$ cat src/rtl/bcra_pkg.sv
`timescale 1ns / 1ps
package bcra_pkg;

  localparam int MAX_FRAMES = 4096;
  localparam int WORD_BITS  = 64;
  localparam int MAP_WORDS  = (MAX_FRAMES + WORD_BITS - 1) / WORD_BITS;
  localparam int FRAME_W    = $clog2(MAX_FRAMES);
  localparam int CNT_W      = FRAME_W + 1;
  localparam int BIT_W      = $clog2(WORD_BITS);
  localparam int WORD_AW    = FRAME_W - BIT_W;

  localparam int HEAP_W     = 13;
  localparam int FIRST_W    = 12;
  localparam int COUNT_W    = 13;
  localparam int START_W    = 12;
  localparam int STATUS_W   = 2;

  typedef enum logic [STATUS_W-1:0] {
    ST_OK     = 2'd0,
    ST_FULL   = 2'd1,
    ST_BAD    = 2'd2,
    ST_UNUSED = 2'd3
  } status_t;

  typedef enum logic {
    CMD_ALLOC = 1'b0,
    CMD_FREE  = 1'b1
  } cmd_t;

  typedef struct packed {
    logic                 rd_en;
    logic                 wr_en;
    logic [WORD_AW-1:0]   addr;
    logic [WORD_BITS-1:0] wdata;
  } mem_req_t;

endpackage

$ cat src/rtl/bcra_ram.sv
`timescale 1ns / 1ps
module bcra_ram #(
  parameter int WIDTH = 64,
  parameter int DEPTH = 64
) (
  input  logic                     clk,
  input  logic                     we,
  input  logic [$clog2(DEPTH)-1:0] waddr,
  input  logic [WIDTH-1:0]         wdata,
  input  logic                     re,
  input  logic [$clog2(DEPTH)-1:0] raddr,
  output logic [WIDTH-1:0]         rdata
);

  logic [WIDTH-1:0] mem [DEPTH];

  always_ff @(posedge clk) begin
    if (we) begin
      mem[waddr] <= wdata;
    end
    if (re) begin
      rdata <= mem[raddr];
    end
  end

endmodule

$ cat src/rtl/bcra_bitmap.sv
`timescale 1ns / 1ps
module bcra_bitmap (
  input  logic                           clk,
  input  logic                           rst,
  input  bcra_pkg::mem_req_t             req,
  output logic [bcra_pkg::WORD_BITS-1:0] rd_word
);

  logic [bcra_pkg::MAP_WORDS-1:0] valid;
  logic                           rd_valid;
  logic [bcra_pkg::WORD_BITS-1:0] rdata;

  bcra_ram #(
    .WIDTH(bcra_pkg::WORD_BITS),
    .DEPTH(bcra_pkg::MAP_WORDS)
  ) u_ram (
    .clk  (clk),
    .we   (req.wr_en),
    .waddr(req.addr),
    .wdata(req.wdata),
    .re   (req.rd_en),
    .raddr(req.addr),
    .rdata(rdata)
  );

  always_ff @(posedge clk) begin
    if (rst) begin
      valid    <= '0;
      rd_valid <= 1'b0;
    end else begin
      if (req.wr_en) begin
        valid[req.addr] <= 1'b1;
      end
      if (req.rd_en) begin
        rd_valid <= valid[req.addr];
      end
    end
  end

  // unwritten words read as all free
  assign rd_word = rd_valid ? rdata : '0;

endmodule

$ cat src/rtl/bcra_mask.sv
`timescale 1ns / 1ps
module bcra_mask (
  input  logic [bcra_pkg::WORD_AW-1:0]   word,
  input  logic [bcra_pkg::FRAME_W-1:0]   lo,
  input  logic [bcra_pkg::FRAME_W-1:0]   hi,
  output logic [bcra_pkg::WORD_BITS-1:0] mask
);

  logic [bcra_pkg::BIT_W-1:0] lo_b;
  logic [bcra_pkg::BIT_W-1:0] hi_b;

  always_comb begin
    lo_b = (word == lo[bcra_pkg::FRAME_W-1:bcra_pkg::BIT_W]) ?
           lo[bcra_pkg::BIT_W-1:0] : '0;
    hi_b = (word == hi[bcra_pkg::FRAME_W-1:bcra_pkg::BIT_W]) ?
           hi[bcra_pkg::BIT_W-1:0] : '1;
    mask = ({bcra_pkg::WORD_BITS{1'b1}} << lo_b) &
           ({bcra_pkg::WORD_BITS{1'b1}} >> (~hi_b));
  end

endmodule

$ cat src/rtl/bitmap_contiguous_run_allocator.sv
`timescale 1ns / 1ps
// Channel   Direction  Ports                         Payload
// cfg       in         cfg_wr_en, cfg_wr_data[12:0]  heap_frames
// s         in         s_tvalid/s_tready/s_tdata     tdata: first_frame, frame_count
//                      s_tuser                       tuser: command
// m         out        m_tvalid/m_tready/m_tdata     tdata: status, start_frame
//
// One item at a time. A rejected request goes straight to the finish state. An
// allocate walks the bitmap one frame per cycle from the rover, pausing in a read
// state on each word entered, then marks the run with a read and a write per word.
// A free reads each word spanned to check it, then reads and writes each word to clear it.
// Reset clears the per-word valid flags at once, no clearing pass. A stalled result
// stays in the output register while the next request is taken.
module bitmap_contiguous_run_allocator (
  input  logic        clk,
  input  logic        rst,
  input  logic        cfg_wr_en,
  input  logic [12:0] cfg_wr_data,
  input  logic        s_tvalid,
  output logic        s_tready,
  input  logic [31:0] s_tdata,   // [11:0] first_frame, [24:12] frame_count
  input  logic [0:0]  s_tuser,   // [0] command
  output logic        m_tvalid,
  input  logic        m_tready,
  output logic [15:0] m_tdata    // [1:0] status, [13:2] start_frame
);

  localparam int FW = bcra_pkg::FRAME_W;
  localparam int CW = bcra_pkg::CNT_W;
  localparam int BW = bcra_pkg::BIT_W;
  localparam int AW = bcra_pkg::WORD_AW;

  typedef enum logic [5:0] {
    S_IDLE    = 6'b000001,
    S_SCAN_RD = 6'b000010,
    S_SCAN    = 6'b000100,
    S_RMW_RD  = 6'b001000,
    S_RMW_WR  = 6'b010000,
    S_FINISH  = 6'b100000
  } state_t;

  typedef enum logic [2:0] {
    OP_CHECK = 3'b001,
    OP_SET   = 3'b010,
    OP_CLEAR = 3'b100
  } op_t;

  state_t                       state;
  op_t                          mode;
  logic [bcra_pkg::HEAP_W-1:0]  heap_cfg;
  logic [CW-1:0]                cnt;
  logic [FW-1:0]                pos;
  logic [CW-1:0]                run;
  logic [CW-1:0]                iter;
  logic [FW-1:0]                rover;
  logic [FW-1:0]                lo;
  logic [FW-1:0]                hi;
  logic [AW-1:0]                word;
  bcra_pkg::status_t            status;
  logic [FW-1:0]                start;
  logic [bcra_pkg::STATUS_W-1:0] out_status;
  logic [bcra_pkg::START_W-1:0] out_start;

  logic [CW-1:0]                heap;
  logic [bcra_pkg::FIRST_W-1:0] in_first;
  logic [bcra_pkg::COUNT_W-1:0] in_count;
  bcra_pkg::cmd_t               in_cmd;
  logic                         in_bad;
  logic [31:0]                  free_end;
  logic                         accept;
  logic                         out_free;

  logic [bcra_pkg::WORD_BITS-1:0] rd_word;
  logic [bcra_pkg::WORD_BITS-1:0] mask;
  bcra_pkg::mem_req_t             req;
  logic                           scan_bit;
  logic [CW-1:0]                  run_n;
  logic [CW-1:0]                  pos_inc;
  logic [CW-1:0]                  iter_n;
  logic                           last_word;

  assign heap     = (32'(heap_cfg) > bcra_pkg::MAX_FRAMES) ?
                    CW'(bcra_pkg::MAX_FRAMES) : CW'(heap_cfg);
  assign in_first = s_tdata[11:0];
  assign in_count = s_tdata[24:12];
  assign in_cmd   = bcra_pkg::cmd_t'(s_tuser[0]);
  assign free_end = 32'(in_first) + 32'(in_count);
  assign in_bad   = (in_count == '0) ||
                    ((in_cmd == bcra_pkg::CMD_ALLOC) ? (32'(in_count) > 32'(heap))
                                                     : (free_end > 32'(heap)));
  assign s_tready = (state == S_IDLE);
  assign accept   = s_tvalid && s_tready;
  assign out_free = !m_tvalid || m_tready;

  assign scan_bit  = rd_word[pos[BW-1:0]];
  assign run_n     = scan_bit ? '0 : run + 1'b1;
  assign pos_inc   = {1'b0, pos} + 1'b1;
  assign iter_n    = iter + 1'b1;
  assign last_word = (word == hi[FW-1:BW]);

  bcra_mask u_mask (
    .word(word),
    .lo  (lo),
    .hi  (hi),
    .mask(mask)
  );

  bcra_bitmap u_bitmap (
    .clk    (clk),
    .rst    (rst),
    .req    (req),
    .rd_word(rd_word)
  );

  always_comb begin
    req.rd_en = (state == S_SCAN_RD) || (state == S_RMW_RD);
    req.wr_en = (state == S_RMW_WR) && (mode != OP_CHECK);
    req.addr  = (state == S_SCAN_RD) ? pos[FW-1:BW] : word;
    req.wdata = (mode == OP_SET) ? (rd_word | mask) : (rd_word & ~mask);
  end

  always_ff @(posedge clk) begin
    if (rst) begin
      state    <= S_IDLE;
      mode     <= OP_CHECK;
      heap_cfg <= bcra_pkg::HEAP_W'(4096);
      rover    <= '0;
      m_tvalid <= 1'b0;
    end else begin
      if (cfg_wr_en) begin
        heap_cfg <= cfg_wr_data;
      end
      if ((state == S_FINISH) && out_free) begin
        m_tvalid <= 1'b1;
      end else if (m_tready) begin
        m_tvalid <= 1'b0;
      end
      case (state)
        S_IDLE: begin
          if (accept) begin
            start <= '0;
            cnt   <= CW'(in_count);
            if (in_bad) begin
              status <= bcra_pkg::ST_BAD;
              state  <= S_FINISH;
            end else if (in_cmd == bcra_pkg::CMD_ALLOC) begin
              pos   <= ({1'b0, rover} < heap) ? rover : '0;
              run   <= '0;
              iter  <= '0;
              state <= S_SCAN_RD;
            end else begin
              lo    <= FW'(in_first);
              hi    <= FW'(free_end - 32'd1);
              word  <= in_first[FW-1:BW];
              mode  <= OP_CHECK;
              state <= S_RMW_RD;
            end
          end
        end
        S_SCAN_RD: begin
          state <= S_SCAN;
        end
        S_SCAN: begin
          if (run_n == cnt) begin
            lo    <= FW'(pos_inc - cnt);
            hi    <= pos;
            start <= FW'(pos_inc - cnt);
            word  <= AW'(FW'(pos_inc - cnt) >> BW);
            rover <= (pos_inc == heap) ? '0 : FW'(pos_inc);
            mode  <= OP_SET;
            state <= S_RMW_RD;
          end else if (iter_n == heap) begin
            status <= bcra_pkg::ST_FULL;
            state  <= S_FINISH;
          end else begin
            iter <= iter_n;
            if (pos_inc == heap) begin
              pos   <= '0;
              run   <= '0;
              state <= S_SCAN_RD;
            end else begin
              pos <= FW'(pos_inc);
              run <= run_n;
              if (pos_inc[BW-1:0] == '0) begin
                state <= S_SCAN_RD;
              end
            end
          end
        end
        S_RMW_RD: begin
          state <= S_RMW_WR;
        end
        S_RMW_WR: begin
          if (mode == OP_CHECK) begin
            if ((rd_word & mask) != mask) begin
              status <= bcra_pkg::ST_UNUSED;
              state  <= S_FINISH;
            end else if (last_word) begin
              mode  <= OP_CLEAR;
              word  <= lo[FW-1:BW];
              state <= S_RMW_RD;
            end else begin
              word  <= word + 1'b1;
              state <= S_RMW_RD;
            end
          end else if (last_word) begin
            status <= bcra_pkg::ST_OK;
            state  <= S_FINISH;
          end else begin
            word  <= word + 1'b1;
            state <= S_RMW_RD;
          end
        end
        S_FINISH: begin
          if (out_free) begin
            out_status <= status;
            out_start  <= (status == bcra_pkg::ST_OK) ? bcra_pkg::START_W'(start) : '0;
            state      <= S_IDLE;
          end
        end
        default: begin
          state <= S_IDLE;
        end
      endcase
    end
  end

  assign m_tdata = {2'b00, out_start, out_status};

`ifndef NO_ASSERTIONS
  a_accept_busy: assert property (@(posedge clk) disable iff (rst)
    accept |=> !s_tready)
    else $error("request taken while a request is in progress");

  a_fail_no_start: assert property (@(posedge clk) disable iff (rst)
    m_tvalid && (out_status != bcra_pkg::ST_OK) |-> out_start == '0)
    else $error("start frame reported on a failed request");

  a_run_bound: assert property (@(posedge clk) disable iff (rst)
    (state == S_SCAN) |-> (run <= iter + 1'b1) && (run < cnt))
    else $error("free run count out of bounds");

  a_word_range: assert property (@(posedge clk) disable iff (rst)
    (state == S_RMW_RD) |-> (word >= lo[FW-1:BW]) && (word <= hi[FW-1:BW]))
    else $error("bitmap word outside the run");

  a_finish_load: assert property (@(posedge clk) disable iff (rst)
    (state == S_FINISH) && out_free |=> m_tvalid && s_tready)
    else $error("result not loaded on finish");
`endif

endmodule

$ cat config.mk
export PLATFORM = sky130hd
export DESIGN_NAME = bitmap_contiguous_run_allocator
export DESIGN_NICKNAME = d
export VERILOG_FILES = /design/src/rtl/bcra_pkg.sv /design/src/rtl/bcra_ram.sv /design/src/rtl/bcra_bitmap.sv /design/src/rtl/bcra_mask.sv /design/src/rtl/bitmap_contiguous_run_allocator.sv
export SDC_FILE = /design/constraint.sdc
export NUM_CORES = 2
export LEC_CHECK = 0
export BUFFER_PORTS_ARGS = -buffer_cell sky130_fd_sc_hd__buf_2
export CAP_MARGIN = 20
export CORE_AREA = 3 3 567 569
export CTS_CLUSTER_SIZE = 8
export DETAILED_ROUTE_END_ITERATION = 10
export DIE_AREA = 0 0 570 572
export PLACE_DENSITY = 0.78
export SYNTH_ARGS = -nofsm -noshare
export SYNTH_HDL_FRONTEND = slang
export SYNTH_HIERARCHICAL = 1
export SYNTH_SLANG_ARGS = --single-unit
export TNS_END_PERCENT = 5
$ cat constraint.sdc
create_clock -name clk -period 8.6 [get_ports clk]
set_input_delay 0.43 -clock clk [delete_from_list [all_inputs] [get_ports clk]]
set_output_delay 0.43 -clock clk [all_outputs]
set_load 0.01 [all_outputs]
# ---- After elaboration in Yosys (flattened, before gate mapping)
# Memory sizes are Yosys's and may differ from the RTL's. A register that Yosys moved wholly into a read port is not among the register bits.
# Index checks and enable logic that the tools add are counted.
dict set report totals {
  regBits 209
  ram_bits 4096
  input_bits 51
  n_memories 1
}
dict set report op_classes {
  n_reduce_logical 24
  n_mux 85
  shift 2
  magnitude_cmp 7
  bitwise 8
  eq_ne 33
  add_sub_neg 7
}
# name depth word_bits rd rd_clocked_by_memory_dff wr line
set mem_list {}
lappend mem_list {u_bitmap.u_ram.mem 64 64 1 1 1 bcra_ram.sv:15} ;# logic [WIDTH-1:0] mem [DEPTH];
# cell count
set ops {}
lappend ops {{$and 64x64->64} 3}
lappend ops {{$mux 12} 16}
lappend ops {{$mux 13} 10}
lappend ops {{$mux 64} 2}
lappend ops {{$or 64x64->64} 2}
lappend ops {{$mux 6} 21}
lappend ops {{$pmux 12 s2} 4}
lappend ops {{$ne 64x64->1} 1}
lappend ops {{$not 64->64} 1}
lappend ops {{$shl 64x6->64 const A} 1}
lappend ops {{$shr 64x6->64 const A} 1}
lappend ops {{$pmux 13 s2} 2}
lappend ops {{$eq 13x13->1} 3}
lappend ops {{$pmux 6 s6} 1}
lappend ops {{$add 13x1->13 const B} 2}
lappend ops {{$reduce_and 8->1} 3}
lappend ops {{$mux 3} 7}
lappend ops {{$ne 2x2->1 const B} 9}
lappend ops {{$pmux 6 s3} 1}
lappend ops {{$add 12x13->14} 1}
lappend ops {{$gt 14x13->1} 1}
lappend ops {{$lt 6x7->1 const B} 2}
lappend ops {{$mux 2} 7}
lappend ops {{$add 12x1->13 const B} 1}
lappend ops {{42 further kinds} 64}

# ---- Depth between registers and ports, before layout
dict set report logic_depth {
  ltp_word 10
  depth_mapped 19
}

# ---- Modules after synthesis
# Netlist, hierarchy kept.
# mod area_each_um2 n_inst cells_each
set by_module_without_submodules {}
lappend by_module_without_submodules {bcra_ram 157528.6 1 6812}
lappend by_module_without_submodules {bitmap_contiguous_run_allocator 11457.2 1 1241}
lappend by_module_without_submodules {bcra_bitmap 3158.0 1 369}
lappend by_module_without_submodules {bcra_mask 1580.3 1 265}

# ---- Worst setup path before layout
# Ideal clock, no wire load.
dict set report synth_timing {
  kind {register to register}
  startpoint {register state[4]}
  endpoint {memory u_bitmap.u_ram.mem[55][0] (enable)}
  setup_slack_ns 1.527
  t_arrival_ns 6.508
  setup_ns 0.565
  path_buffers 1
  path_stages_with_launch 7
  path_cell_list {dfxtp_1 -> nor4_1 -> nand3b_1 -> o21ai_0 -> clkbuf_1 -> nand3_1 -> nor3_1}
}
# element line
set synth_rtl {}
lappend synth_rtl {{from (decl)} bitmap_contiguous_run_allocator.sv:48} ;# state_t state;
lappend synth_rtl {{from (signal assigned)} bitmap_contiguous_run_allocator.sv:124} ;# state <= S_IDLE;
lappend synth_rtl {{from (signal assigned)} bitmap_contiguous_run_allocator.sv:145} ;# state <= S_FINISH;
lappend synth_rtl {{from (signal assigned)} bitmap_contiguous_run_allocator.sv:150} ;# state <= S_SCAN_RD;
lappend synth_rtl {{to (decl)} bcra_ram.sv:15}

==> metrics.cfg <==
[placement]
io_buffers=59
dp_cells=12700
dpl_cell_area_mm2=0.180
gp_congestion=0.976
dp_hpwl_um=254000

[critical_path]
crit_type=reg -> reg
worstPathMaxFanout=48
critPathLaunchType=flop
worstRegToRegCells=11
ff2ff_setup_slack_ns=2.59
rr_endpoint=u_bitmap/u_ram/rdata[41]
crit_arrival_ns=6.84
endpoint_kind=flop
r2r_start=state[0]
worstPathRequired_ns=9.43

[timing]
final_hold_viol_count=0
setup_viol=0
max_freq_mhz=166
slew_headroom_pct=11.4
period_share_pct=69.9
finalSetupTns_ns=0
tightest_slew_ns=1.33
rsz0062_at_grt=no
slew_violations=0
period_minus_slack_ns=6.01
fin_skew_ns=0.0960

[route]
ant_nets=0
drt-initial-drc-count=17100
firstDrtPassIters=8
via_per_inst=7.15
vias=96400
remaining_drc_errors=0
wire_per_inst_um=38.3
wirelength_um=516000

[finish]
fin_area_mm2=0.198
drive_above_1_share_pct=24.3
fin_nets=9310
seq_area_mm2=0.130
multi_input_area_mm2=0.0414
fillers=19700
final_cells=13500
area_growth_pct=14.1

[synthesis]
synth_top_area_share_pct=73.8
synth_seq_cells=4369
syn_area_mm2=0.174
yosys.area.top_type=edfxtp_1
synth_ff_type=edfxtp_1
avgSynthCellArea_um2=20.0
ys_types=97
synth_area_leaders=edfxtp_1, mux4_2, dfxtp_1, mux2i_1, nand2_1
yosysWarnings=6
netlist_instances=8687
async_flop_share_pct=0
synth_edf_count=4269
synth_commonest_cells=edfxtp_1, mux4_2, nand2_1
synth_most_common_cell=edfxtp_1
seq_area_frac_synth_pct=74.9

[pwr]
irDropWorstVdd_mv=0.263
pwr_density_cell_mw_per_mm2=266
leakagePower_nw=54.2

[floorplan]
start_util_pct=54.8
core_mm2=0.317
die_y_um=572
io_pins=69
die_w_um=570
die_area_mm2=0.326
rows=207

[clock_network]
post_cts_resized=0
cts-root-buf=clkbuf_16
clockBufferDepth=4
clkTransAtPathRegs_ns=0.05
cts_setup_buffers=0
cts_tree=done
clock_latency_ns=1.07
postCtsHoldBufs=55
numCtsBuffers=618
cts_sinks=4369
cts_htree_levels=6

[hold_path]
min_to=heap_cfg[3]
hp-class=in -> reg
min_path_cells=3
hold_start=rst

[grt]
grt_util_all_layers_pct=31.3
grt_pass1_wl_um=726000
grt_overflow_total=0
grt_max_degree=141
antenna_found_initial=22
grt_pass1_vias=99700

[run]
max_cap_violations=0

[run_status]
outcome=completed

==> registers in the layout (all words and copies together), names as in the netlist <==
signal / flops
u_bitmap/u_ram/rdata: 64
lo: 12
heap_cfg: 13
pos: 12
u_bitmap/u_ram/mem: 4096
mode: 3
iter: 13
u_bitmap/rd_valid: 1
status: 2
out_status: 2
start: 12
hi: 12
out_start: 12
m_tvalid: 1
run: 13
u_bitmap/valid: 64
word: 6
cnt: 13
state: 6
rover: 12
==> critical path, cell delays in order, from the launching register on <==
cell	delay (ns)
dfxtp_1	0.33
nor4_1	0.46
nand3b_1	0.62
o21ai_4	0.70
buf_4	0.82
nor2b_4	0.31
buf_4	0.52
buf_4	0.74
nand2_1	0.16
nand4_1	0.20
o21ai_1	0.43
nor2_1	0.29
==> cell usage in the layout (no fill, tap or decap), types with 20 or more instances in the layout <==
| cell | netlist | routed |
|---|---|---|
| nand2b_1 | 32 | 29 |
| dlygate4sd3_1 | 0 | 55 |
| dfxtp_1 | 100 | 99 |
| nor2_1 | 304 | 240 |
| ha_1 | 65 | 65 |
| xor2_1 | 36 | 36 |
| o21ai_1 | 46 | 46 |
| and3_1 | 36 | 36 |
| buf_2 | 177 | 60 |
| o21ai_4 | 1 | 28 |
| inv_1 | 138 | 137 |
| nor2_4 | 0 | 64 |
| o21a_1 | 60 | 60 |
| a22oi_1 | 154 | 154 |
| clkbuf_16 | 0 | 625 |
| and2_1 | 90 | 89 |
| mux4_2 | 1031 | 1031 |
| a31oi_1 | 61 | 61 |
| mux2_2 | 55 | 52 |
| buf_4 | 46 | 183 |
| a2bb2oi_1 | 24 | 24 |
| edfxtp_1 | 4269 | 4269 |
| o221ai_1 | 35 | 35 |
| mux2i_1 | 185 | 185 |
| nand2_1 | 322 | 318 |
| xnor2_1 | 61 | 61 |
| or3_1 | 66 | 66 |
| nor3_1 | 38 | 34 |
| nand4_1 | 101 | 101 |
| a22o_1 | 20 | 20 |
| a21oi_1 | 123 | 123 |
| a21o_1 | 29 | 29 |
| a211oi_1 | 30 | 30 |
| buf_12 | 1 | 76 |
| clkbuf_1 | 221 | 42 |
| nand3_1 | 220 | 220 |
| o22ai_1 | 103 | 103 |
| o21ai_0 | 99 | 72 |
| nor2b_1 | 33 | 31 |
==> area by class of cell <==
| class | instances | area share (%) |
|---|---|---|
| sequential | 4369 | 65.7 |
| multi-input combinational | 3677 | 20.9 |
| clock buffer | 668 | 7.98 |
| tap | 4180 | 2.64 |
| timing repair buffer | 386 | 2.04 |
| clock inverter | 54 | 0.492 |
| inverter | 140 | 0.266 |
| antenna | 9 | 0.0114 |
==> power by group <==
| part | internal [W] | switching, W |
|---|---|---|
| Clock | 0.0130 | 0.00895 |
| Combinational | 0.00251 | 0.00470 |
| Sequential | 0.0234 | 0.000218 |
==> routing by layer <==
layer / vias up / track usage (%) / share of wire, %
met2: 8577 / 49.4 / 48
met5: - / 0 / 0.074
li1: 36700 / - / -
met1: 49300 / 39.4 / 32
met3: 1833 / 9.02 / 14
met4: 18 / 17.3 / 6.4
==> through the flow <==
step                setup slack [ns]  total power [W]  utilization [%]  hold WS (ns)
floorplan                       1.53           0.0287                -         0.427
global placement                2.34           0.0308             56.7         0.439
detailed placement              2.73           0.0309             56.7         0.439
CTS                             2.82           0.0526             62.2        0.0429
global route                    2.41           0.0539             62.5         0.105
finish                          2.59           0.0527             62.5        0.0768
==> worst max path at each step <==
stage | from | to | slack (ns)
2_1_floorplan | state[4] | u_bitmap/u_ram/mem[55][0] | 1.53
3_3_place_gp | s_tdata[0] | word[1] | 2.34
3_5_place_dp | s_tdata[0] | word[2] | 2.73
4_1_cts | state[0] | u_bitmap/u_ram/rdata[26] | 2.82
5_1_grt | state[0] | u_bitmap/u_ram/rdata[41] | 2.41
6_report | state[0] | u_bitmap/u_ram/rdata[41] | 2.59
==> cell families after synthesis <==
group	after synthesis	share of synthesized area, %
xor gates and xnor gates	99	0.515
adders and majority gates	67	0.491
AOI/OAI and AO/OA	889	3.54
DFF	4369	74.9
and+or+nand+nor	1340	3.83
muxes	1280	14.9
buffers and inverters	642	1.76
other	1	0.00216
Note: power is estimated with default switching activity, not from simulation.
